$ cat src/rtl/mqtt_rk_pkg.sv
// ----------------------------------------------------------------------------
// mqtt_rk_pkg
// Shared types and constants for the MQTT receiver with keepalive.
// ----------------------------------------------------------------------------
`timescale 1ns / 1ps

package mqtt_rk_pkg;

  // Input actions
  localparam logic [1:0] ACT_BYTE    = 2'd0;
  localparam logic [1:0] ACT_TICK    = 2'd1;
  localparam logic [1:0] ACT_SESSION = 2'd2;
  localparam logic [1:0] ACT_SENT    = 2'd3;

  // Result kinds
  localparam logic [2:0] KIND_TOPIC    = 3'd0;
  localparam logic [2:0] KIND_PAYLOAD  = 3'd1;
  localparam logic [2:0] KIND_PUB_END  = 3'd2;
  localparam logic [2:0] KIND_PINGREQ  = 3'd3;
  localparam logic [2:0] KIND_PINGRESP = 3'd4;
  localparam logic [2:0] KIND_PUBACK   = 3'd5;
  localparam logic [2:0] KIND_PONG     = 3'd6;
  localparam logic [2:0] KIND_TIMEOUT  = 3'd7;

  // Receive phases
  localparam logic [1:0] PH_HEADER  = 2'd0;
  localparam logic [1:0] PH_LENGTH  = 2'd1;
  localparam logic [1:0] PH_BODY    = 2'd2;
  localparam logic [1:0] PH_DISCARD = 2'd3;

  // Packet types (upper nibble of the fixed header)
  localparam logic [7:0] TYPE_MASK     = 8'hF0;
  localparam logic [7:0] TYPE_PUBLISH  = 8'h30;
  localparam logic [7:0] TYPE_PINGREQ  = 8'hC0;
  localparam logic [7:0] TYPE_PINGRESP = 8'hD0;

  // Configuration register indexes and reset values
  localparam logic [1:0]  CFG_KEEPALIVE = 2'd0;
  localparam logic [1:0]  CFG_BYTE_TMO  = 2'd1;
  localparam logic [1:0]  CFG_MAX_PKT   = 2'd2;
  localparam logic [25:0] KEEPALIVE_RST = 26'd15000;
  localparam logic [25:0] BYTE_TMO_RST  = 26'd15000;
  localparam logic [15:0] MAX_PKT_RST   = 16'd128;

  localparam int MAX_RES = 3;

  // One result item (last is derived at the output)
  typedef struct packed {
    logic [2:0]  kind;
    logic [7:0]  data_byte;
    logic [15:0] message_id;
    logic [15:0] topic_length;
    logic [15:0] payload_length;
    logic        accepted;
  } item_t;

  // All results caused by one input item
  typedef struct packed {
    item_t [MAX_RES-1:0] slot;
    logic [1:0]          cnt;
  } res_t;

  // Receiver and keepalive state
  typedef struct packed {
    logic [1:0]  rx_phase;
    logic [7:0]  header_byte;
    logic [15:0] remaining_length;
    logic [2:0]  length_byte_count;
    logic [15:0] body_count;
    logic [15:0] topic_len;
    logic [15:0] msg_id;
    logic [31:0] since_in_ms;
    logic [31:0] since_out_ms;
    logic [31:0] byte_gap_ms;
    logic        ping_pending;
    logic        live;
  } st_t;

  typedef struct packed {
    st_t  st;
    res_t res;
  } ctx_t;

endpackage

$ cat src/rtl/mqtt_receive_and_keepalive.sv
// ----------------------------------------------------------------------------
// mqtt_receive_and_keepalive
// MQTT 3.1.1 client receive framer with keepalive timer.
// ----------------------------------------------------------------------------
// Input channel (in_*): one item per event. in_tuser carries the action
// (byte received, millisecond tick, session start, outbound packet sent),
// in_tdata the received byte. Result channel (out_*): topic and payload
// bytes, publish end, PINGREQ/PINGRESP/PUBACK requests, PINGRESP seen and
// keepalive timeout. tlast marks the final result of one input item.
// Config channel (cfg_*): register writes, always ready; write only while
// the block is idle.
// Results of an item are registered into set0 (set1 while set0 is busy).
// Throughput: one input item per cycle while each item gives at most one
// result and the receiver keeps up; an item giving more than one result
// occupies the output until the three-slot result register, drained one
// result per cycle, is empty. A second result register lets the next
// item be taken while results still wait, so a stalled receiver blocks
// the input only once both registers hold results.
// Reset: session down, receive state and timers cleared, config registers
// back to their defaults, no results pending.
// ----------------------------------------------------------------------------
`timescale 1ns / 1ps

module mqtt_receive_and_keepalive (
  input  logic        clk,
  input  logic        rst_n,
  // input items
  input  logic        in_tvalid,
  output logic        in_tready,
  input  logic [7:0]  in_tdata,   // [7:0] rx_byte
  input  logic [1:0]  in_tuser,   // [1:0] action
  // result items
  output logic        out_tvalid,
  input  logic        out_tready,
  output logic [63:0] out_tdata,  // [7:0] data_byte, [23:8] message_id,
                                  // [39:24] topic_length,
                                  // [55:40] payload_length, [56] accepted
  output logic [2:0]  out_tuser,  // [2:0] kind
  output logic        out_tlast,
  // configuration writes
  input  logic        cfg_valid,
  output logic        cfg_ready,
  input  logic [1:0]  cfg_index,
  input  logic [25:0] cfg_data
);

  // --------------------------------------------------------------------------
  // Helpers
  // --------------------------------------------------------------------------
  function automatic mqtt_rk_pkg::res_t f_emit(mqtt_rk_pkg::res_t r,
                                               logic [2:0] kind,
                                               logic [7:0] data,
                                               logic [15:0] mid,
                                               logic [15:0] tl,
                                               logic [15:0] pl,
                                               logic acc);
    mqtt_rk_pkg::res_t o;
    o = r;
    if (r.cnt != 2'd3) begin
      o.slot[r.cnt] = '{kind: kind, data_byte: data, message_id: mid,
                        topic_length: tl, payload_length: pl, accepted: acc};
      o.cnt = r.cnt + 2'd1;
    end
    return o;
  endfunction

  function automatic logic [31:0] f_inc_sat(logic [31:0] v);
    return (v == 32'hFFFF_FFFF) ? v : v + 32'd1;
  endfunction

  // bytes a publish body needs before its payload: topic length field,
  // topic, and packet id when QoS is nonzero
  function automatic logic [17:0] f_need(mqtt_rk_pkg::st_t s);
    return 18'd2 + {2'b0, s.topic_len} +
           ((s.header_byte[2:1] != 2'd0) ? 18'd2 : 18'd0);
  endfunction

  function automatic mqtt_rk_pkg::st_t f_clear_rx(mqtt_rk_pkg::st_t s);
    mqtt_rk_pkg::st_t o;
    o = s;
    o.rx_phase          = mqtt_rk_pkg::PH_HEADER;
    o.header_byte       = '0;
    o.remaining_length  = '0;
    o.length_byte_count = '0;
    o.body_count        = '0;
    o.topic_len         = '0;
    o.msg_id            = '0;
    o.byte_gap_ms       = '0;
    return o;
  endfunction

  // end of a packet, good or dropped
  function automatic mqtt_rk_pkg::ctx_t f_finish(mqtt_rk_pkg::ctx_t c, logic ok);
    mqtt_rk_pkg::ctx_t o;
    logic [7:0]  ptype;
    logic [1:0]  q;
    logic [15:0] mid;
    logic [17:0] need;
    o     = c;
    ptype = c.st.header_byte & mqtt_rk_pkg::TYPE_MASK;
    q     = c.st.header_byte[2:1];
    mid   = (q != 2'd0) ? c.st.msg_id : 16'd0;
    need  = f_need(c.st);
    o.st.rx_phase    = mqtt_rk_pkg::PH_HEADER;
    o.st.byte_gap_ms = '0;
    if (!ok) begin
      if (ptype == mqtt_rk_pkg::TYPE_PUBLISH)
        o.res = f_emit(o.res, mqtt_rk_pkg::KIND_PUB_END, 8'd0, 16'd0, 16'd0,
                       16'd0, 1'b0);
    end else begin
      o.st.since_in_ms = '0;
      if (ptype == mqtt_rk_pkg::TYPE_PUBLISH) begin
        o.res = f_emit(o.res, mqtt_rk_pkg::KIND_PUB_END, 8'd0, mid,
                       c.st.topic_len, c.st.remaining_length - need[15:0], 1'b1);
        if (q == 2'd1) begin
          o.res = f_emit(o.res, mqtt_rk_pkg::KIND_PUBACK, 8'd0, mid, 16'd0,
                         16'd0, 1'b0);
          o.st.since_out_ms = '0;
        end
      end else if (ptype == mqtt_rk_pkg::TYPE_PINGREQ) begin
        o.res = f_emit(o.res, mqtt_rk_pkg::KIND_PINGRESP, 8'd0, 16'd0, 16'd0,
                       16'd0, 1'b0);
      end else if (ptype == mqtt_rk_pkg::TYPE_PINGRESP) begin
        o.st.ping_pending = 1'b0;
        o.res = f_emit(o.res, mqtt_rk_pkg::KIND_PONG, 8'd0, 16'd0, 16'd0,
                       16'd0, 1'b0);
      end
    end
    return o;
  endfunction

  // --------------------------------------------------------------------------
  // Registers
  // --------------------------------------------------------------------------
  logic [25:0]       keepalive_r, byte_tmo_r;
  logic [15:0]       max_pkt_r;
  mqtt_rk_pkg::st_t  st_r, st_nxt;
  mqtt_rk_pkg::res_t set0_r, set1_r, new_res;
  logic [1:0]        idx_r;

  logic accept, pop, pop_last, set0_free;

  // config writes
  assign cfg_ready = 1'b1;

  always_ff @(posedge clk) begin
    if (!rst_n) begin
      keepalive_r <= mqtt_rk_pkg::KEEPALIVE_RST;
      byte_tmo_r  <= mqtt_rk_pkg::BYTE_TMO_RST;
      max_pkt_r   <= mqtt_rk_pkg::MAX_PKT_RST;
    end else if (cfg_valid && cfg_ready) begin
      unique case (cfg_index)
        mqtt_rk_pkg::CFG_KEEPALIVE: keepalive_r <= cfg_data;
        mqtt_rk_pkg::CFG_BYTE_TMO:  byte_tmo_r  <= cfg_data;
        mqtt_rk_pkg::CFG_MAX_PKT:   max_pkt_r   <= cfg_data[15:0];
        default: ;
      endcase
    end
  end

  // --------------------------------------------------------------------------
  // Per-item decode: next state and results
  // --------------------------------------------------------------------------
  always_comb begin
    mqtt_rk_pkg::ctx_t c;
    logic [1:0]  lc;
    logic [28:0] sh, acc;
    logic [17:0] total;
    logic        bad;
    logic [16:0] idx, t2, t4, idx1;
    logic [7:0]  b;
    c.st  = st_r;
    c.res = '0;
    b     = in_tdata;
    lc    = '0;
    sh    = '0;
    acc   = '0;
    total = '0;
    bad   = 1'b0;
    idx   = '0;
    t2    = '0;
    t4    = '0;
    idx1  = '0;

    unique case (in_tuser)
      mqtt_rk_pkg::ACT_SESSION: begin
        c.st              = f_clear_rx(c.st);
        c.st.since_in_ms  = '0;
        c.st.since_out_ms = '0;
        c.st.ping_pending = 1'b0;
        c.st.live         = 1'b1;
      end
      mqtt_rk_pkg::ACT_SENT: begin
        c.st.since_out_ms = '0;
      end
      mqtt_rk_pkg::ACT_TICK: begin
        if (c.st.live) begin
          c.st.since_in_ms  = f_inc_sat(c.st.since_in_ms);
          c.st.since_out_ms = f_inc_sat(c.st.since_out_ms);
          // stalled packet
          if (c.st.rx_phase != mqtt_rk_pkg::PH_HEADER) begin
            c.st.byte_gap_ms = f_inc_sat(c.st.byte_gap_ms);
            if (c.st.byte_gap_ms >= {6'b0, byte_tmo_r}) c = f_finish(c, 1'b0);
          end
          // keepalive
          if (c.st.since_in_ms > {6'b0, keepalive_r} ||
              c.st.since_out_ms > {6'b0, keepalive_r}) begin
            if (c.st.ping_pending) begin
              c.res     = f_emit(c.res, mqtt_rk_pkg::KIND_TIMEOUT, 8'd0, 16'd0,
                                 16'd0, 16'd0, 1'b0);
              c.st.live = 1'b0;
              c.st      = f_clear_rx(c.st);
            end else begin
              c.res             = f_emit(c.res, mqtt_rk_pkg::KIND_PINGREQ, 8'd0,
                                         16'd0, 16'd0, 16'd0, 1'b0);
              c.st.since_in_ms  = '0;
              c.st.since_out_ms = '0;
              c.st.ping_pending = 1'b1;
            end
          end
        end
      end
      default: begin
        if (c.st.live) begin
          c.st.byte_gap_ms = '0;
          if (c.st.rx_phase == mqtt_rk_pkg::PH_HEADER) begin
            // fixed header byte
            c.st.header_byte       = b;
            c.st.remaining_length  = '0;
            c.st.length_byte_count = '0;
            c.st.body_count        = '0;
            c.st.topic_len         = '0;
            c.st.msg_id            = '0;
            c.st.rx_phase          = mqtt_rk_pkg::PH_LENGTH;
          end else if (c.st.rx_phase == mqtt_rk_pkg::PH_LENGTH) begin
            // remaining length, 7 bits per byte, saturating at 16 bits
            lc  = c.st.length_byte_count[1:0];
            sh  = {22'b0, b[6:0]} << ({3'b0, lc} * 5'd7);
            acc = {13'b0, c.st.remaining_length} + sh;
            c.st.remaining_length  = (acc > 29'h0FFFF) ? 16'hFFFF : acc[15:0];
            c.st.length_byte_count = {1'b0, lc} + 3'd1;
            if (b[7]) begin
              // continuation on the fourth length byte: abandon
              if (lc == 2'd3) c = f_finish(c, 1'b0);
            end else begin
              total = 18'd2 + {16'b0, lc} + {2'b0, c.st.remaining_length};
              bad   = (total > {2'b0, max_pkt_r}) ||
                      ((c.st.header_byte & mqtt_rk_pkg::TYPE_MASK) ==
                         mqtt_rk_pkg::TYPE_PUBLISH &&
                       c.st.remaining_length < 16'd2);
              c.st.body_count = '0;
              if (c.st.remaining_length == 16'd0) c = f_finish(c, !bad);
              else c.st.rx_phase = bad ? mqtt_rk_pkg::PH_DISCARD
                                       : mqtt_rk_pkg::PH_BODY;
            end
          end else begin
            // body byte
            idx = {1'b0, c.st.body_count};
            if (c.st.rx_phase == mqtt_rk_pkg::PH_BODY &&
                (c.st.header_byte & mqtt_rk_pkg::TYPE_MASK) ==
                  mqtt_rk_pkg::TYPE_PUBLISH) begin
              t2 = {1'b0, c.st.topic_len} + 17'd2;
              t4 = {1'b0, c.st.topic_len} + 17'd4;
              if (idx == 17'd0) begin
                c.st.topic_len = {b, 8'd0};
              end else if (idx == 17'd1) begin
                c.st.topic_len = {c.st.topic_len[15:8], b};
                if (c.st.header_byte[2:1] == 2'd3 ||
                    f_need(c.st) > {2'b0, c.st.remaining_length})
                  c.st.rx_phase = mqtt_rk_pkg::PH_DISCARD;
              end else if (idx < t2) begin
                c.res = f_emit(c.res, mqtt_rk_pkg::KIND_TOPIC, b, 16'd0, 16'd0,
                               16'd0, 1'b0);
              end else if (c.st.header_byte[2:1] != 2'd0 && idx < t4) begin
                if (idx == t2) c.st.msg_id = {b, 8'd0};
                else c.st.msg_id = {c.st.msg_id[15:8], b};
              end else begin
                c.res = f_emit(c.res, mqtt_rk_pkg::KIND_PAYLOAD, b, 16'd0,
                               16'd0, 16'd0, 1'b0);
              end
            end
            idx1 = idx + 17'd1;
            c.st.body_count = idx1[15:0];
            if (idx1 >= {1'b0, c.st.remaining_length})
              c = f_finish(c, c.st.rx_phase == mqtt_rk_pkg::PH_BODY);
          end
        end
      end
    endcase

    st_nxt  = c.st;
    new_res = c.res;
  end

  // --------------------------------------------------------------------------
  // Result registers: set0 drains to the port, set1 holds the next item's
  // results while set0 is still busy
  // --------------------------------------------------------------------------
  assign out_tvalid = (set0_r.cnt != 2'd0);
  assign out_tlast  = (idx_r == set0_r.cnt - 2'd1);
  assign pop        = out_tvalid && out_tready;
  assign pop_last   = pop && out_tlast;
  assign set0_free  = (set0_r.cnt == 2'd0) || pop_last;
  assign in_tready  = (set1_r.cnt == 2'd0);
  assign accept     = in_tvalid && in_tready;

  assign out_tuser = set0_r.slot[idx_r].kind;
  assign out_tdata = {7'd0,
                      set0_r.slot[idx_r].accepted,
                      set0_r.slot[idx_r].payload_length,
                      set0_r.slot[idx_r].topic_length,
                      set0_r.slot[idx_r].message_id,
                      set0_r.slot[idx_r].data_byte};

  // state update on each accepted item
  always_ff @(posedge clk) begin
    if (!rst_n) begin
      st_r <= '0;
    end else if (accept) begin
      st_r <= st_nxt;
    end
  end

  // result set handoff
  always_ff @(posedge clk) begin
    if (!rst_n) begin
      set0_r.cnt <= '0;
      set1_r.cnt <= '0;
      idx_r      <= '0;
    end else begin
      if (accept && new_res.cnt != 2'd0) begin
        if (set0_free) begin
          set0_r <= new_res;
          idx_r  <= '0;
        end else begin
          set1_r <= new_res;
          if (pop) idx_r <= idx_r + 2'd1;
        end
      end else if (set0_free) begin
        idx_r <= '0;
        if (set1_r.cnt != 2'd0) begin
          set0_r     <= set1_r;
          set1_r.cnt <= '0;
        end else begin
          set0_r.cnt <= '0;
        end
      end else if (pop) begin
        idx_r <= idx_r + 2'd1;
      end
    end
  end

endmodule
$ cat config.mk
export PLATFORM = sky130hd
export DESIGN_NAME = mqtt_receive_and_keepalive
export DESIGN_NICKNAME = d
export VERILOG_FILES = /design/src/rtl/mqtt_rk_pkg.sv /design/src/rtl/mqtt_receive_and_keepalive.sv
export SDC_FILE = /design/constraint.sdc
export NUM_CORES = 1
export LEC_CHECK = 0
export BUFFER_PORTS_ARGS = -buffer_cell sky130_fd_sc_hd__buf_2
export CAP_MARGIN = 40
export CORE_MARGIN = 2
export CORE_UTILIZATION = 28
export DETAILED_ROUTE_END_ITERATION = 6
export PLACE_DENSITY = 0.42
export SETUP_SLACK_MARGIN = 0.1
export SYNTH_ARGS = -nofsm -noshare
export SYNTH_HDL_FRONTEND = slang
export SYNTH_SLANG_ARGS = --single-unit
$ cat constraint.sdc
create_clock -name clk -period 14.1 [get_ports clk]
set_input_delay 0.705 -clock clk [delete_from_list [all_inputs] [get_ports clk]]
set_output_delay 0.705 -clock clk [all_outputs]
set_load 0.02 [all_outputs]
# After elaboration in Yosys (flattened, before gate mapping)
# Cells that the tools add are included.
[word_totals]
regBits = 609
input_bits = 43
output_inout_bits = 71
elab_cells = 335
[classes]
add_sub_neg = 24
multipliers = 1
magnitude_cmp = 19
n_eq_ne = 37
shifts = 1
muxes = 127
bitwise_logic = 18
n_reduce_logical = 54
[op_table]
columns = ["op", "count"]
rows = [
  ["$mux 182", 32],
  ["$mux 357", 11],
  ["$mux 62", 10],
  ["$mux 60", 10],
  ["$mux 280", 2],
  ["$bwmux 180", 3],
  ["$demux 60 s2", 4],
  ["$pmux 182 s2", 1],
  ["$and 177x177->177", 2],
  ["$not 177->177", 2],
  ["$mux 32", 11],
  ["$and 174x174->174", 2],
  ["$not 174->174", 2],
  ["$pmux 109 s3", 1],
  ["$mux 64", 3],
  ["$mux 180", 1],
  ["$and 171x171->171", 1],
  ["$not 171->171", 1],
  ["$mux 77", 2],
  ["$mux 16", 9],
  ["$bmux 60 s2", 1],
  ["$pmux 34 s3", 1],
  ["$add 32x1->32 const B", 3],
  ["$eq 32x32->1 const B", 3],
  ["other kinds (66)", 163],
]

# Longest topological paths before layout
[depth]
ltp_word = 43
ltp_mapped = 35
mapped_depth_nobuf = 32

# Worst setup path after synthesis
# Ideal clock, no wire load.
[synth_path]
path_kind = "input to register"
startpoint = "in in_tdata[0]"
endpoint = "reg set0_r[100] (netlist name) (enable)"
setup_ps = 506
arrival_ps = 10451
required_ps = 13594
setup_slack_ps = 3142
stages = 35
n_path_buf = 4
path_cell_list = "clkbuf_1 > inv_1 > nor3_1 > ha_1 > inv_1 > fa_1 > nand2b_1 > a2111oi_0 > nor3_2 > o211ai_1 > mux2_4 > a2111o_1 > nor2_1 > nand2_1 > or2_2 > nand2_1 > ha_1 > inv_1 > fa_1 > clkbuf_1 > o21ai_0 > a21oi_1 > ha_1 > a21o_1 > a21o_1 > a21oi_1 > o21ai_0 > a21oi_1 > o21ai_0 > nand2_1 > a31oi_1 > o21ai_1 > buf_4 > buf_4 > o311a_1"
[synth_between]
elab_chain_cells = 23
word_cells_on_any_way = 36
cone_classes = "4 x add/sub; 4 x order compare; 1 x eq/ne; 1 x shift; 18 x mux; 8 x reduce/logical"
[synth_rtl]
columns = ["item", "line", "text"]
rows = [
  ["start, declared", "mqtt_receive_and_keepalive.sv:30", "input logic [7:0] in_tdata,"],
  ["parallel branches: the longest is 15 deep, another holds $add 16x29->29", "-", ""],
  ["$mux 357 *", "mqtt_receive_and_keepalive.sv:235", "end else if (c.st.rx_phase == mqtt_rk_pkg::PH_LENGTH) begin"],
  ["$mux 280 *", "mqtt_receive_and_keepalive.sv:226", "if (c.st.rx_phase == mqtt_rk_pkg::PH_HEADER) begin"],
  ["$mux 357 *", "mqtt_receive_and_keepalive.sv:224", "if (c.st.live) begin"],
  ["$pmux 182 s2 *", "mqtt_receive_and_keepalive.sv:185", "unique case (in_tuser)"],
  ["$reduce_bool 2->1 *", "mqtt_receive_and_keepalive.sv:331", "if (accept && new_res.cnt != 2'd0) begin"],
  ["$logic_and 1x1->1 *", "mqtt_receive_and_keepalive.sv:331", ""],
  ["$reduce_bool 2->1 (no source line) *", "-", ""],
  ["$reduce_and 3->1 (no source line) *", "-", ""],
  ["end signal, assigned", "mqtt_receive_and_keepalive.sv:333", "set0_r <= new_res;"],
  ["end signal, assigned", "mqtt_receive_and_keepalive.sv:342", "set0_r <= set1_r;"],
  ["end, declared", "mqtt_receive_and_keepalive.sv:138", "mqtt_rk_pkg::res_t set0_r, set1_r, new_res;"],
]
# Every way passes the cells marked *. The select of a mux whose other input is x is not followed.
# A chain may end at the register's enable or synchronous reset.

# Worst setup path after layout
[layout_path]
startpoint = "reg st_r[146] (netlist name)"
endpoint = "reg set0_r[18] (netlist name) (data pin)"
[layout_between]
elab_chain_cells = 27
word_cells_on_any_way = 38
cone_classes = "4 x add/sub; 1 x mul; 3 x order compare; 1 x eq/ne; 1 x shift; 23 x mux; 5 x reduce/logical"
[layout_rtl]
columns = ["item", "line", "text"]
rows = [
  ["start, declared", "mqtt_receive_and_keepalive.sv:137", "mqtt_rk_pkg::st_t st_r, st_nxt;"],
  ["start signal, assigned", "mqtt_receive_and_keepalive.sv:320", "st_r <= st_nxt;"],
  ["$mul 2x3->5", "mqtt_receive_and_keepalive.sv:238", "sh = {22'b0, b[6:0]} << ({3'b0, lc} * 5'd7);"],
  ["$shl 7x5->29", "mqtt_receive_and_keepalive.sv:238", ""],
  ["$add 16x29->29", "mqtt_receive_and_keepalive.sv:239", "acc = {13'b0, c.st.remaining_length} + sh;"],
  ["$gt 29x16->1", "mqtt_receive_and_keepalive.sv:240", "c.st.remaining_length = (acc > 29'h0FFFF) ? 16'hFFFF : acc[15:0];"],
  ["$mux 16", "mqtt_receive_and_keepalive.sv:240", ""],
  ["$sub 16x16->16", "mqtt_receive_and_keepalive.sv:114", "c.st.topic_len, c.st.remaining_length - need[15:0], 1'b1);"],
  ["$mux 62", "mqtt_receive_and_keepalive.sv:112", "if (ptype == mqtt_rk_pkg::TYPE_PUBLISH) begin"],
  ["$mux 62", "mqtt_receive_and_keepalive.sv:106", "if (!ok) begin"],
  ["[... 11 more ...]", "-", ""],
  ["$mux 280", "mqtt_receive_and_keepalive.sv:252", "if (c.st.remaining_length == 16'd0) c = f_finish(c, !bad);"],
  ["$mux 357 *", "mqtt_receive_and_keepalive.sv:242", "if (b[7]) begin"],
  ["$mux 357 *", "mqtt_receive_and_keepalive.sv:235", ""],
  ["$mux 280 *", "mqtt_receive_and_keepalive.sv:226", ""],
  ["$mux 357 *", "mqtt_receive_and_keepalive.sv:224", ""],
  ["$pmux 182 s2 *", "mqtt_receive_and_keepalive.sv:185", ""],
  ["$mux 182", "mqtt_receive_and_keepalive.sv:332", "if (set0_free) begin"],
  ["$mux 182 *", "mqtt_receive_and_keepalive.sv:331", ""],
]
# Mark *: on every way between the ends. The rest lies on a longest branch, timed or not. The select of a mux whose other input is x is not followed.

==> results.sh <==
export IMPL_p_leak_nw=14.5
export IMPL_arrival_ps=10630
export IMPL_syn_avg_cell_area_sq_um=9.21
export IMPL_clk_pin_slew_worst_paths_ps=60
export IMPL_worstReg2RegEnd="set0_r[18]$_DFFE_PP_"
export IMPL_boundaryPins=114
export IMPL_htreeDepth=3
export IMPL_grt_usage=0.170
export IMPL_portBuffers=105
export IMPL_fin_skew_ps=42.2
export IMPL_async_flop_share=0
export IMPL_vias=25500
export IMPL_startpoint_type="flop"
export IMPL_drv_cap=0
export IMPL_die_height_microns=341
export IMPL_hp_class="input pin to flop"
export IMPL_viasPerCell=5.05
export IMPL_die_area_sq_um=116000
export IMPL_switching_share=0.238
export IMPL_holdPathStages=3
export IMPL_cts_buffer_depth=3
export IMPL_synth_main_ff_cell="edfxtp_1"
export IMPL_post_route_period_util=0.726
export IMPL_core_area_sq_um=112000
export IMPL_synth_top_area_share=0.244
export IMPL_path_class="flop to flop"
export IMPL_worstRegToRegCells=32
export IMPL_cts_resized_gates=0
export IMPL_die_w_microns=341
export IMPL_synth_area_top_cells="edfxtp_1 24%, dfxtp_1 15%, ha_1 9.1%"
export IMPL_power_density_nw_per_um2=94.0
export IMPL_drive_gt1_frac=0.109
export IMPL_nNetsFinal=3767
export IMPL_num_rows=123
export IMPL_relSlewSlack=0.394
export IMPL_final_area_sq_um=36100
export IMPL_cts_sinks=504
export IMPL_first_iter_violations=1501
export IMPL_clock_root_buffer="clkbuf_16"
export IMPL_grt_pass1_wl_mm=154
export IMPL_ys_types=103
export IMPL_ys_ff_latch=504
export IMPL_internal_power_w=0.00258
export IMPL_cts_tree="done"
export IMPL_grt_start_max_net_pins=58
export IMPL_synth_enable_flop_cells=258
export IMPL_layout_cells_non_filler=5044
export IMPL_initial_core_util=0.283
export IMPL_final_cell_mix="342 x nand2_1, 315 x nor2_1, 258 x edfxtp_1"
export IMPL_tightest_slew_ps=901
export IMPL_fillCellCount=11700
export IMPL_outcome="finished clean"
export IMPL_crit_path_frequent_cell="ha_1"
export IMPL_synth_xor_area_frac=0.0361
export IMPL_fmax_ghz=0.0977
export IMPL_synthMuxAreaShare=0.0728
export IMPL_seq_power_share=0.454
export IMPL_grt_pass1_vias=25100
export IMPL_min_delay_start="cfg_data[18]"
export IMPL_yosysTopAreaCell="edfxtp_1"
export IMPL_area_growth_pct=13.6
export IMPL_dp_hpwl_mm=73.6
export IMPL_switchingPower_w=0.000808
export IMPL_gp_congestion=0.861
export IMPL_hold_viol=0
export IMPL_power_frac_comb=0.043
export IMPL_finalSetupTns_ps=0
export IMPL_placed_area_sq_um=33900
export IMPL_synth_cell_area_sq_um=31800
export IMPL_hold_path_end="keepalive_r[18]$_SDFFE_PN0P_"
export IMPL_drt_pass1_iter_count=6
export IMPL_setup_viol=0
export IMPL_routedWlPerCell_microns=19.9
export IMPL_ys_seq_area_frac=0.399
export IMPL_ant_nets=0
export IMPL_antenna_found_initial=7
export IMPL_drc=0
export IMPL_ys_warn_count=0
export IMPL_r2r_start="st_r[146]$_SDFFE_PN0P_"
export IMPL_cts_buffers=67
export IMPL_finalCriticalPeriod_ps=10240
export IMPL_slowest_stage="a2111oi_0"
export IMPL_slowest_delay_ps=680
export IMPL_synthAdderAreaFrac=0.0939
export IMPL_required_ps=14490
export IMPL_netlist_instances=3450
export IMPL_grt_ovfl_total=0
export IMPL_final_common_cell="nand2_1"
export IMPL_maxSlewViolCount=0
export IMPL_clock_latency_ps=650
export IMPL_critPathMaxFanout=54
export IMPL_clkPwrFrac=0.503
export IMPL_dp_cells=4919
export IMPL_reg2reg_setup_slack_ps=3860
export IMPL_holdBufCountCts=0
export IMPL_synth_top_family_by_area="simple AND/OR/NAND/NOR gates"
export IMPL_wl_mm=100
export IMPL_cp_end_kind="flop"
export IMPL_vdd_drop_max_mv=0.0693
export IMPL_rsz0062_at_grt="false"
export IMPL_cts_setup_buffers=0
export IMPL_yosys_area_share_simple=0.194
export IMPL_synth_compound_area_frac=0.153
==> area by class of cell <==
class,instances,area (sq um),area share
multi-input combinational,2554,17600,0.487
timing repair buffer,154,988,0.0274
inverter,207,778,0.0216
antenna,2,5.00,0.000139
clock inverter,31,345,0.00957
sequential,504,12700,0.351
clock buffer,92,1850,0.0513
tap,1500,1880,0.0520
==> cell usage after synthesis (all sizes together), types with 9 or more instances <==
library cell,n
nand2,342
nor2,315
edfxtp,258
dfxtp,246
ha,232
inv,206
a21oi,182
o21ai,158
nand3,139
mux2,134
clkbuf,131
mux2i,80
nand4,75
xnor2,69
and2,67
nor3,66
xor2,62
buf,60
a22o,47
nor4,45
a21o,44
o31ai,41
o211ai,40
and3,38
or2,32
o21a,27
nor2b,26
a211oi,24
a31oi,20
or3,20
a32o,19
nand2b,17
and4,16
or4,15
nor3b,14
a2111oi,13
a21boi,9
nor4b,9
==> worst max path at each step <==
stage | end | slack (ps) | start | cells past startpoint
2_1_floorplan | set0_r[100]$_DFFE_PP_ | 3140 | in_tdata[0] | 35
4_1_cts | set0_r[31]$_DFFE_PP_ | 3840 | st_r[146]$_SDFFE_PN0P_ | 32
5_1_grt | set0_r[10]$_DFFE_PP_ | 2940 | st_r[146]$_SDFFE_PN0P_ | 33
3_5_place_dp | set0_r[18]$_DFFE_PP_ | 3430 | in_tdata[0] | 35
6_report | set0_r[18]$_DFFE_PP_ | 3860 | st_r[146]$_SDFFE_PN0P_ | 32
3_3_place_gp | set0_r[3]$_DFFE_PP_ | 3420 | in_tdata[0] | 34
==> logic make-up (layout without fill, tap and decap cells) <==
logic type,Yosys count,in the layout
buffers and inverters,398,484
multiplexers,214,214
AND/OR/NAND/NOR,1249,1249
XOR/XNOR,131,131
adder cells (fa/ha/maj),236,236
flip-flops,504,504
AO/OA/AOI/OAI,716,716
other,2,10
==> power groups by stage <==
stage               sequential, W  combinational, W  clock (W)
floorplan                 0.00157         0.0000931          0
global placement          0.00157          0.000145          0
detailed placement        0.00157          0.000146          0
CTS                       0.00154          0.000147    0.00176
global route              0.00154          0.000160    0.00182
finish                    0.00154          0.000145    0.00171
==> through the flow <==
step	setup WS [ps]	hold WS, ps	util	power, W
2_1_floorplan	3140	436	-	0.00166
4_1_cts	3840	292	0.321	0.00345
5_1_grt	2940	313	0.321	0.00352
3_3_place_gp	3420	441	0.299	0.00172
6_report	3860	336	0.321	0.00339
3_5_place_dp	3430	448	0.301	0.00172
==> critical path: cells and delay by family, from the launching register on <==
kind,cells,cell delay (ps)
simple gates,8,2230
compound gates,12,3340
fa+ha+maj,5,1510
buf+inv,5,1460
mux,2,740
flops,1,600
==> registers in the layout, indices dropped and copies added, names as in the netlist <==
signal       count
keepalive_r     26
max_pkt_r       16
st_r           172
idx_r            2
set0_r         131
set1_r         131
byte_tmo_r      26
==> metal layers <==
| layer | vias up | routed length, microns | track usage |
|---|---|---|---|
| met5 | - | 30 | 0 |
| li1 | 12600 | - | - |
| met3 | 152 | 4190 | 0.0270 |
| met1 | 12200 | 46100 | 0.225 |
| met2 | 489 | 46900 | 0.282 |
| met4 | 6 | 2900 | 0.0546 |
No activity file was read; power rests on OpenSTA's default activity.
